$ cat src/hdl/ebd_pkg.sv
// Shared types, codes and constants for the encoder and button event decoder.
package ebd_pkg;

  localparam int NUM_BUTTONS_DEF = 4;
  localparam int TIME_BITS_DEF   = 32;

  localparam int EV_W     = 4;
  localparam int CFG_AW   = 4;
  localparam int CFG_DW   = 32;

  // event codes
  localparam logic [EV_W-1:0] EV_NONE = 4'd0;
  localparam logic [EV_W-1:0] EV_CW   = 4'd1;
  localparam logic [EV_W-1:0] EV_CCW  = 4'd2;
  localparam int EV_SHORT_BASE = 3;
  localparam int EV_LONG_BASE  = 7;

  // register indexes (paddr[3:2])
  localparam logic [1:0] REG_DEBOUNCE   = 2'd0;
  localparam logic [1:0] REG_LONG_PRESS = 2'd1;
  localparam logic [1:0] REG_LONG_EN    = 2'd2;
  localparam logic [1:0] REG_DETENT     = 2'd3;

  // register reset values
  localparam logic [15:0] DEBOUNCE_RST   = 16'd20;
  localparam logic [15:0] LONG_PRESS_RST = 16'd400;
  localparam logic [3:0]  LONG_EN_RST    = 4'd9;
  localparam logic [3:0]  DETENT_RST     = 4'd4;

  localparam logic [1:0] QUAD_RST = 2'd3;

  // accumulator saturation limits
  localparam logic signed [8:0] ACC_MAX = 9'sd127;
  localparam logic signed [8:0] ACC_MIN = -9'sd127;

  // full-step table, index {prev_a, prev_b, cur_a, cur_b}
  localparam logic signed [1:0] QUAD_TABLE [16] = '{
     2'sd0, -2'sd1,  2'sd1,  2'sd0,
     2'sd1,  2'sd0,  2'sd0, -2'sd1,
    -2'sd1,  2'sd0,  2'sd0,  2'sd1,
     2'sd0,  2'sd1, -2'sd1,  2'sd0
  };

  typedef enum logic [1:0] {
    MODE_RELEASED = 2'd0,
    MODE_PRESSED  = 2'd1,
    MODE_LONG     = 2'd2
  } btn_mode_t;

endpackage

$ cat src/hdl/encoder_and_button_event_decoder.sv
// Top level: quadrature decoder with debounced, long-press capable buttons.
// An accepted input beat's result beat is in the output register in the next cycle.
// Throughput: 1 beat per cycle unless in_stall holds it; the only loop is the per-sample
//   state update, which closes through combinational logic.
// in_stall rises only while a result beat waits in the output register under out_stall.
// Reset (rst_n, synchronous, active low): registers to defaults, pins high, accumulator 0,
//   all buttons released and high with zero timestamps, output register empty.
module encoder_and_button_event_decoder #(
  parameter int NUM_BUTTONS = ebd_pkg::NUM_BUTTONS_DEF,
  parameter int TIME_BITS   = ebd_pkg::TIME_BITS_DEF
) (
  input  logic                        clk,
  input  logic                        rst_n,
  // input channel
  input  logic                        in_valid,
  output logic                        in_stall,
  input  logic [31:0]                 in_now_ms,
  input  logic                        in_enc_a,
  input  logic                        in_enc_b,
  input  logic [NUM_BUTTONS-1:0]      in_button_levels,
  // result channel
  output logic                        out_valid,
  input  logic                        out_stall,
  output logic [ebd_pkg::EV_W-1:0]    out_event_code,
  // configuration port
  input  logic                        psel,
  input  logic                        penable,
  input  logic                        pwrite,
  input  logic [ebd_pkg::CFG_AW-1:0]  paddr,
  input  logic [ebd_pkg::CFG_DW-1:0]  pwdata,
  output logic [ebd_pkg::CFG_DW-1:0]  prdata,
  output logic                        pready
);

  // ---------------------------------------------------------------------------
  // Configuration registers
  // ---------------------------------------------------------------------------
  logic [15:0] db_window_r;
  logic [15:0] long_hold_r;
  logic [3:0]  long_enable_r;
  logic [3:0]  counts_per_detent_r;
  logic        cfg_wr;

  assign pready = 1'b1;
  assign cfg_wr = psel & penable & pwrite;

  always_ff @(posedge clk) begin
    if (!rst_n) begin
      db_window_r         <= ebd_pkg::DEBOUNCE_RST;
      long_hold_r         <= ebd_pkg::LONG_PRESS_RST;
      long_enable_r       <= ebd_pkg::LONG_EN_RST;
      counts_per_detent_r <= ebd_pkg::DETENT_RST;
    end else if (cfg_wr) begin
      case (paddr[3:2])
        ebd_pkg::REG_DEBOUNCE:   db_window_r         <= pwdata[15:0];
        ebd_pkg::REG_LONG_PRESS: long_hold_r         <= pwdata[15:0];
        ebd_pkg::REG_LONG_EN:    long_enable_r       <= pwdata[3:0];
        ebd_pkg::REG_DETENT:     counts_per_detent_r <= pwdata[3:0];
        default: ;
      endcase
    end
  end

  always_comb begin
    case (paddr[3:2])
      ebd_pkg::REG_DEBOUNCE:   prdata = {16'd0, db_window_r};
      ebd_pkg::REG_LONG_PRESS: prdata = {16'd0, long_hold_r};
      ebd_pkg::REG_LONG_EN:    prdata = {28'd0, long_enable_r};
      ebd_pkg::REG_DETENT:     prdata = {28'd0, counts_per_detent_r};
      default:                 prdata = '0;
    endcase
  end

  // ---------------------------------------------------------------------------
  // Handshake: a beat enters whenever the output register can take its result
  // ---------------------------------------------------------------------------
  logic                     out_valid_r;
  logic [ebd_pkg::EV_W-1:0] out_event_code_r;
  logic                     in_fire;

  assign in_stall = out_valid_r & out_stall;
  assign in_fire  = in_valid & ~in_stall;

  // timestamp folded to TIME_BITS; all time math wraps at that width
  logic [TIME_BITS-1:0] now_t;
  generate
    if (TIME_BITS <= 32) begin : g_now_trunc
      assign now_t = in_now_ms[TIME_BITS-1:0];
    end else begin : g_now_ext
      assign now_t = {{(TIME_BITS-32){1'b0}}, in_now_ms};
    end
  endgenerate

  // ---------------------------------------------------------------------------
  // Quadrature path: table lookup, saturating accumulate, detent check
  // ---------------------------------------------------------------------------
  logic [1:0]        quad_prev_r;
  logic signed [7:0] step_accum_r;
  logic signed [7:0] step_accum_nxt;
  logic [1:0]        quad_cur;
  logic signed [1:0] quad_delta;
  logic signed [8:0] acc_sum;
  logic signed [7:0] acc_sat;
  logic signed [7:0] detent_s;
  logic [3:0]        detent_u;
  logic              rot_hit;
  logic [ebd_pkg::EV_W-1:0] rot_code;

  assign quad_cur   = {in_enc_a, in_enc_b};
  assign quad_delta = ebd_pkg::QUAD_TABLE[{quad_prev_r, quad_cur}];
  assign acc_sum    = {step_accum_r[7], step_accum_r} + {{7{quad_delta[1]}}, quad_delta};
  // zero detent size behaves as one
  assign detent_u   = (counts_per_detent_r == 4'd0) ? 4'd1 : counts_per_detent_r;
  assign detent_s   = {4'd0, detent_u};

  always_comb begin
    if (acc_sum > ebd_pkg::ACC_MAX) begin
      acc_sat = ebd_pkg::ACC_MAX[7:0];
    end else if (acc_sum < ebd_pkg::ACC_MIN) begin
      acc_sat = ebd_pkg::ACC_MIN[7:0];
    end else begin
      acc_sat = acc_sum[7:0];
    end

    if (acc_sat >= detent_s) begin
      step_accum_nxt = acc_sat - detent_s;
      rot_hit        = 1'b1;
      rot_code       = ebd_pkg::EV_CW;
    end else if (acc_sat <= -detent_s) begin
      step_accum_nxt = acc_sat + detent_s;
      rot_hit        = 1'b1;
      rot_code       = ebd_pkg::EV_CCW;
    end else begin
      step_accum_nxt = acc_sat;
      rot_hit        = 1'b0;
      rot_code       = ebd_pkg::EV_NONE;
    end
  end

  // ---------------------------------------------------------------------------
  // Button path: every button computes its candidate step in parallel; a
  // priority chain then lets buttons run up to and including the first event.
  // ---------------------------------------------------------------------------
  ebd_pkg::btn_mode_t   btn_mode_r  [NUM_BUTTONS];
  logic [NUM_BUTTONS-1:0] btn_level_r;
  logic [TIME_BITS-1:0] btn_chg_r   [NUM_BUTTONS];
  logic [TIME_BITS-1:0] btn_press_r [NUM_BUTTONS];

  ebd_pkg::btn_mode_t   mode_c  [NUM_BUTTONS];
  logic [NUM_BUTTONS-1:0] level_c;
  logic [TIME_BITS-1:0] chg_c   [NUM_BUTTONS];
  logic [TIME_BITS-1:0] press_c [NUM_BUTTONS];
  logic [ebd_pkg::EV_W-1:0] code_c [NUM_BUTTONS];
  logic [NUM_BUTTONS-1:0] hit_c;
  logic [NUM_BUTTONS-1:0] btn_run;
  logic [NUM_BUTTONS-1:0] btn_take;
  logic [NUM_BUTTONS-1:0] long_en;
  logic [NUM_BUTTONS-1:0] edge_ok;
  logic [ebd_pkg::EV_W-1:0] btn_code;
  logic                   blocked;

  // only the first four buttons have an enable bit
  assign long_en = NUM_BUTTONS'(long_enable_r);

  always_comb begin
    for (int i = 0; i < NUM_BUTTONS; i++) begin
      mode_c[i]  = btn_mode_r[i];
      level_c[i] = btn_level_r[i];
      chg_c[i]   = btn_chg_r[i];
      press_c[i] = btn_press_r[i];
      code_c[i]  = ebd_pkg::EV_NONE;
      hit_c[i]   = 1'b0;

      // accepted edge: level differs and debounce window has passed
      edge_ok[i] = (in_button_levels[i] != btn_level_r[i]) &&
                   ((now_t - btn_chg_r[i]) > TIME_BITS'(db_window_r));
      if (edge_ok[i]) begin
        chg_c[i]   = now_t;
        level_c[i] = in_button_levels[i];
        if (!in_button_levels[i]) begin
          mode_c[i]  = ebd_pkg::MODE_PRESSED;
          press_c[i] = now_t;
        end else begin
          mode_c[i] = ebd_pkg::MODE_RELEASED;
          // release after a long event is silent
          if (btn_mode_r[i] == ebd_pkg::MODE_PRESSED) begin
            hit_c[i]  = 1'b1;
            code_c[i] = 4'(ebd_pkg::EV_SHORT_BASE + i);
          end
        end
      end

      // long press may fire in the press sample itself when the hold time is zero
      if (!hit_c[i] && mode_c[i] == ebd_pkg::MODE_PRESSED && long_en[i] &&
          ((now_t - press_c[i]) >= TIME_BITS'(long_hold_r))) begin
        mode_c[i] = ebd_pkg::MODE_LONG;
        hit_c[i]  = 1'b1;
        code_c[i] = 4'(ebd_pkg::EV_LONG_BASE + i);
      end
    end

    blocked  = rot_hit;
    btn_code = ebd_pkg::EV_NONE;
    for (int i = 0; i < NUM_BUTTONS; i++) begin
      btn_run[i]  = ~blocked;
      btn_take[i] = ~blocked & hit_c[i];
      if (!blocked && hit_c[i]) begin
        btn_code = code_c[i];
        blocked  = 1'b1;
      end
    end
  end

  // ---------------------------------------------------------------------------
  // State update on each accepted beat
  // ---------------------------------------------------------------------------
  always_ff @(posedge clk) begin
    if (!rst_n) begin
      quad_prev_r  <= ebd_pkg::QUAD_RST;
      step_accum_r <= '0;
      btn_level_r  <= '1;
      for (int i = 0; i < NUM_BUTTONS; i++) begin
        btn_mode_r[i]  <= ebd_pkg::MODE_RELEASED;
        btn_chg_r[i]   <= '0;
        btn_press_r[i] <= '0;
      end
    end else if (in_fire) begin
      quad_prev_r  <= quad_cur;
      step_accum_r <= step_accum_nxt;
      for (int i = 0; i < NUM_BUTTONS; i++) begin
        if (btn_run[i]) begin
          btn_mode_r[i]  <= mode_c[i];
          btn_level_r[i] <= level_c[i];
          btn_chg_r[i]   <= chg_c[i];
          btn_press_r[i] <= press_c[i];
        end
      end
    end
  end

  // ---------------------------------------------------------------------------
  // Output register: holds a result beat until taken, refills in the same cycle
  // ---------------------------------------------------------------------------
  always_ff @(posedge clk) begin
    if (!rst_n) begin
      out_valid_r <= 1'b0;
    end else if (in_fire) begin
      out_valid_r <= 1'b1;
    end else if (!out_stall) begin
      out_valid_r <= 1'b0;
    end
  end

  always_ff @(posedge clk) begin
    if (in_fire) begin
      out_event_code_r <= rot_hit ? rot_code : btn_code;
    end
  end

  assign out_valid      = out_valid_r;
  assign out_event_code = out_event_code_r;

  // ---------------------------------------------------------------------------
  // Assertions
  // ---------------------------------------------------------------------------
  a_fire_fills_out: assert property (@(posedge clk) disable iff (!rst_n)
    in_fire |=> out_valid_r)
    else $error("accepted beat did not produce a result beat");

  a_accum_no_min: assert property (@(posedge clk) disable iff (!rst_n)
    step_accum_r != -8'sd128)
    else $error("step accumulator left its saturation range");

  a_one_button_event: assert property (@(posedge clk) disable iff (!rst_n)
    $onehot0(btn_take))
    else $error("more than one button event in a beat");

  a_rot_freezes_buttons: assert property (@(posedge clk) disable iff (!rst_n)
    in_fire && rot_hit |=> $stable(btn_level_r))
    else $error("button state changed on a rotation beat");

endmodule

$ cat config.mk
export PLATFORM = sky130hd
export DESIGN_NAME = encoder_and_button_event_decoder
export DESIGN_NICKNAME = d
export VERILOG_FILES = /design/src/hdl/ebd_pkg.sv /design/src/hdl/encoder_and_button_event_decoder.sv
export SDC_FILE = /design/constraint.sdc
export NUM_CORES = 1
export LEC_CHECK = 0
export BUFFER_PORTS_ARGS = -buffer_cell sky130_fd_sc_hd__buf_2
export CORE_UTILIZATION = 25
export CTS_CLUSTER_SIZE = 30
export DETAILED_ROUTE_END_ITERATION = 16
export SLEW_MARGIN = 20
export SYNTH_ARGS = -nofsm -noshare
export SYNTH_HDL_FRONTEND = slang
export SYNTH_SLANG_ARGS = --single-unit
$ cat constraint.sdc
create_clock -name clk -period 21.3 [get_ports clk]
set_clock_uncertainty 0.15 [all_clocks]
set_input_delay 4.26 -clock clk [delete_from_list [all_inputs] [get_ports clk]]
set_output_delay 4.26 -clock clk [all_outputs]
set_load 0.005 [all_outputs]
==> metrics.md <==
| Metric | Value |
|---|---|
| # H-tree levels | 2 |
| Warning count from the yosys run | 0 |
| Combinational share of power | roughly 49% |
| Switch share | 40.7% |
| Root buf cell | clkbuf_16 |
| Biggest area consumer among synthesized cells | edfxtp_1 |
| Pin count of the biggest net entering global routing | 66 |
| Endpoints failing hold | 0 |
| Share of the synthesized area in the top cell type | 24.9% |
| Average size of a mapped cell | 8.38 µm² |
| Fmax | around 54 MHz |
| Final setup TNS | 0 ns |
| TritonCTS clock tree | done |
| Cts repair resizes | 0 |
| Startpoint types | input port |
| Max VDD drop | 67.7 µV |
| Sink Count | 323 |
| Layout Nets | 4397 |
| Via density | slightly above 5 |
| DRC violations left | 0 |
| Clk pwr share | 24.8% |
| Post-synthesis register bit count | 323 |
| Clk Latency, worst-skew pair | 0.61 ns |
| Relative slew slack | 23.4% |
| Wire per inst | approximately 19 µm |
| Most common cell in the netlist | nor2_1 |
| DRT Pass-1 Iters | 6 |
| Synth-to-Final Area Change | 11.7% |
| Final Instance Count excl. Fillers | 5664 |
| Final wirelength | 106000 µm |
| Final Total Pwr | 3.00 mW |
| Vias in the first global route | ~28000 |
| Worst Tran Pin Value | between 1 and 1.5 ns |
| Slew Viols, Final | 0 |
| Synth cell types | 100 |
| Die Area | 0.131 mm² |
| Iter 0 DRT Violations | 2099 |
| Synth top area cells | edfxtp_1 25%, ha_1 16%, nor2_1 6.1% |
| CP required | 21.41 ns |
| Max Cap Viol | 0 |
| Hold_buf cts | 0 |
| I/O Pins | 120 |
| Ys flop type | edfxtp_1 |
| CORE AREA | 0.128 mm² |
| CP peak stage delay | 0.98 ns |
| Rows | 131 |
| # Post-CTS Setup Buffers | 0 |
| Slowest-stage cell, CP | nor3_1 |
| Critical Path Fanout Max | 49 |
| Seq pwr share | 26.6% |
| First-pass GRT wire length | 161000 µm |
| CTS Buf Count | 41 |
| PortBufs | 84 |
| Nature of the critical path endpoint | register |
| Die span in y | 362 µm |
| RePlAce Congestion | 0.933 |
| Tmin final | 18.59 ns |
| Placed instance count | 5589 |
| Cell area after synthesis | 0.0324 mm² |
| Die W | roughly 360 µm |
| Worst hold path class | reg -> reg |
| Leak pwr | 14.8 nW |
| P_sw | 1.22 mW |
| ANT nets after route | 0 |
| Initial antenna violation count | 15 |
| Worst path arrival time | 18.71 ns |
| Number of enable flip-flop cells after synthesis | 268 |
| Internal power | 1.78 mW |
| Status | finished, final reports clean |
| Pwr Density | 83.0 mW/mm² |
| Clk buf depth | 3 |
| Setup CP Type | in -> reg |
| Grt total ovfl | 0 |
| Layout cells sized above 1 | 7.42% |
| Tcrit/Tclk final | approximately 87% |
| Reg clk slew, reported paths | 0.06 ns |
| Initial core utilization | 25.3% |
| GRT Total Usage | 15.8% |
| Async SR Flop Fraction | 0% |
| Final setup vio count | 0 |
| RSZ-0062 raised after global routing | no |
| HPWL Detailed | 83000 µm |
| Mapped Cells | 3862 |
| Synth cell count leaders | 526 x nor2_1, 402 x ha_1, 364 x a21oi_1 |
| Seq/Total Area, Yosys | 28.3% |
| DR vias | a little under 30000 |
==> worst paths after layout <==
check	to	from	slack (ns)	depth (start not counted)
setup / recovery	btn_chg_r[2][28]	in_now_ms[1]	2.71	51
hold / removal	step_accum_r[0]	step_accum_r[0]	0.31	2
setup reg to reg	btn_chg_r[2][28]	btn_chg_r[0][1]	6.49	51
hold reg to reg	step_accum_r[0]	step_accum_r[0]	0.31	2
==> worst max-delay path, delay by kind of cell <==
family | cells | cell delay (ns)
adders and majority gates | 5 | 1.32
and+or+nand+nor | 15 | 4.89
AOI/OAI and AO/OA | 25 | 6.59
buffers and inverters | 4 | 1.27
xor gates and xnor gates | 2 | 0.30
==> power by group through the flow <==
stage	sequential (mW)	combinational [mW]	clock (mW)
final	0.797	1.46	0.746
after global routing	0.804	1.62	0.783
after CTS	0.797	1.45	0.761
after detailed placement	0.810	1.44	0
after global placement	0.808	1.43	0
after floorplan	0.802	1.07	0
==> logic make-up (layout without fill, tap and decap cells) <==
logic type               count (synthesis)  in the layout  synth area share [%]
adder cells (fa/ha/maj)                419            419                  16.4
AO/OA/AOI/OAI                         1105           1105                  22.2
buffers and inverters                  461            517                  5.81
flip-flops                             323            323                  28.3
multiplexers                           126            126                  4.13
XOR/XNOR                               148            148                  4.00
AND/OR/NAND/NOR                       1278           1278                  19.2
other                                    2             19                0.0232
==> per-stage QoR <==
step	hold WS, ns	utilization, %	instance area [µm²]	setup WS, ns
after global routing	0.339	28.2	36200	2.05
after CTS	0.310	28.2	36200	3.05
after global placement	0.297	27.2	34800	2.49
after detailed placement	0.300	27.2	34800	2.46
after floorplan	0.286	-	32400	3.87
final	0.311	28.2	36200	2.71
==> cells in the final DEF (no fill, tap or decap), types with 103 or more instances in the layout <==
cell type / synthesis / routed
a21o_1: 103 / 103
nand2_1: 238 / 234
edfxtp_1: 268 / 268
ha_1: 402 / 402
o21ai_0: 198 / 195
inv_1: 318 / 317
a21oi_1: 364 / 364
mux2i_1: 110 / 110
xnor2_1: 105 / 105
nor2_1: 526 / 526
==> flip-flops by register name (all words and copies together), names as in the netlist <==
register             cells
btn_chg_r              128
btn_press_r            128
db_window_r             16
long_hold_r             16
btn_mode_r               8
step_accum_r             8
btn_level_r              4
counts_per_detent_r      4
long_en                  4
out_event_code           4
quad_prev_r              2
out_valid                1
==> area by class of cell <==
class	count	area, µm²
Fill cell	13600	91900
Multi-Input combinational cell	3094	21500
Sequential cell	323	9150
Tap cell	1729	2160
Inverter	320	1200
Clock buffer	54	1140
Timing Repair Buffer	123	713
Clock inverter	20	250
Antenna cell	1	2.50
==> routing by layer <==
metal | global-route usage (%) | part of all wire, % | up-vias
li1 | - | - | 14200
met1 | 19.9 | 44 | 13900
met2 | 27.0 | 46 | 706
met3 | 2.66 | 5.7 | 172
met4 | 5.63 | 3.5 | 28
met5 | 0 | 0.16 | -
No activity file was read; power rests on OpenSTA's default activity.
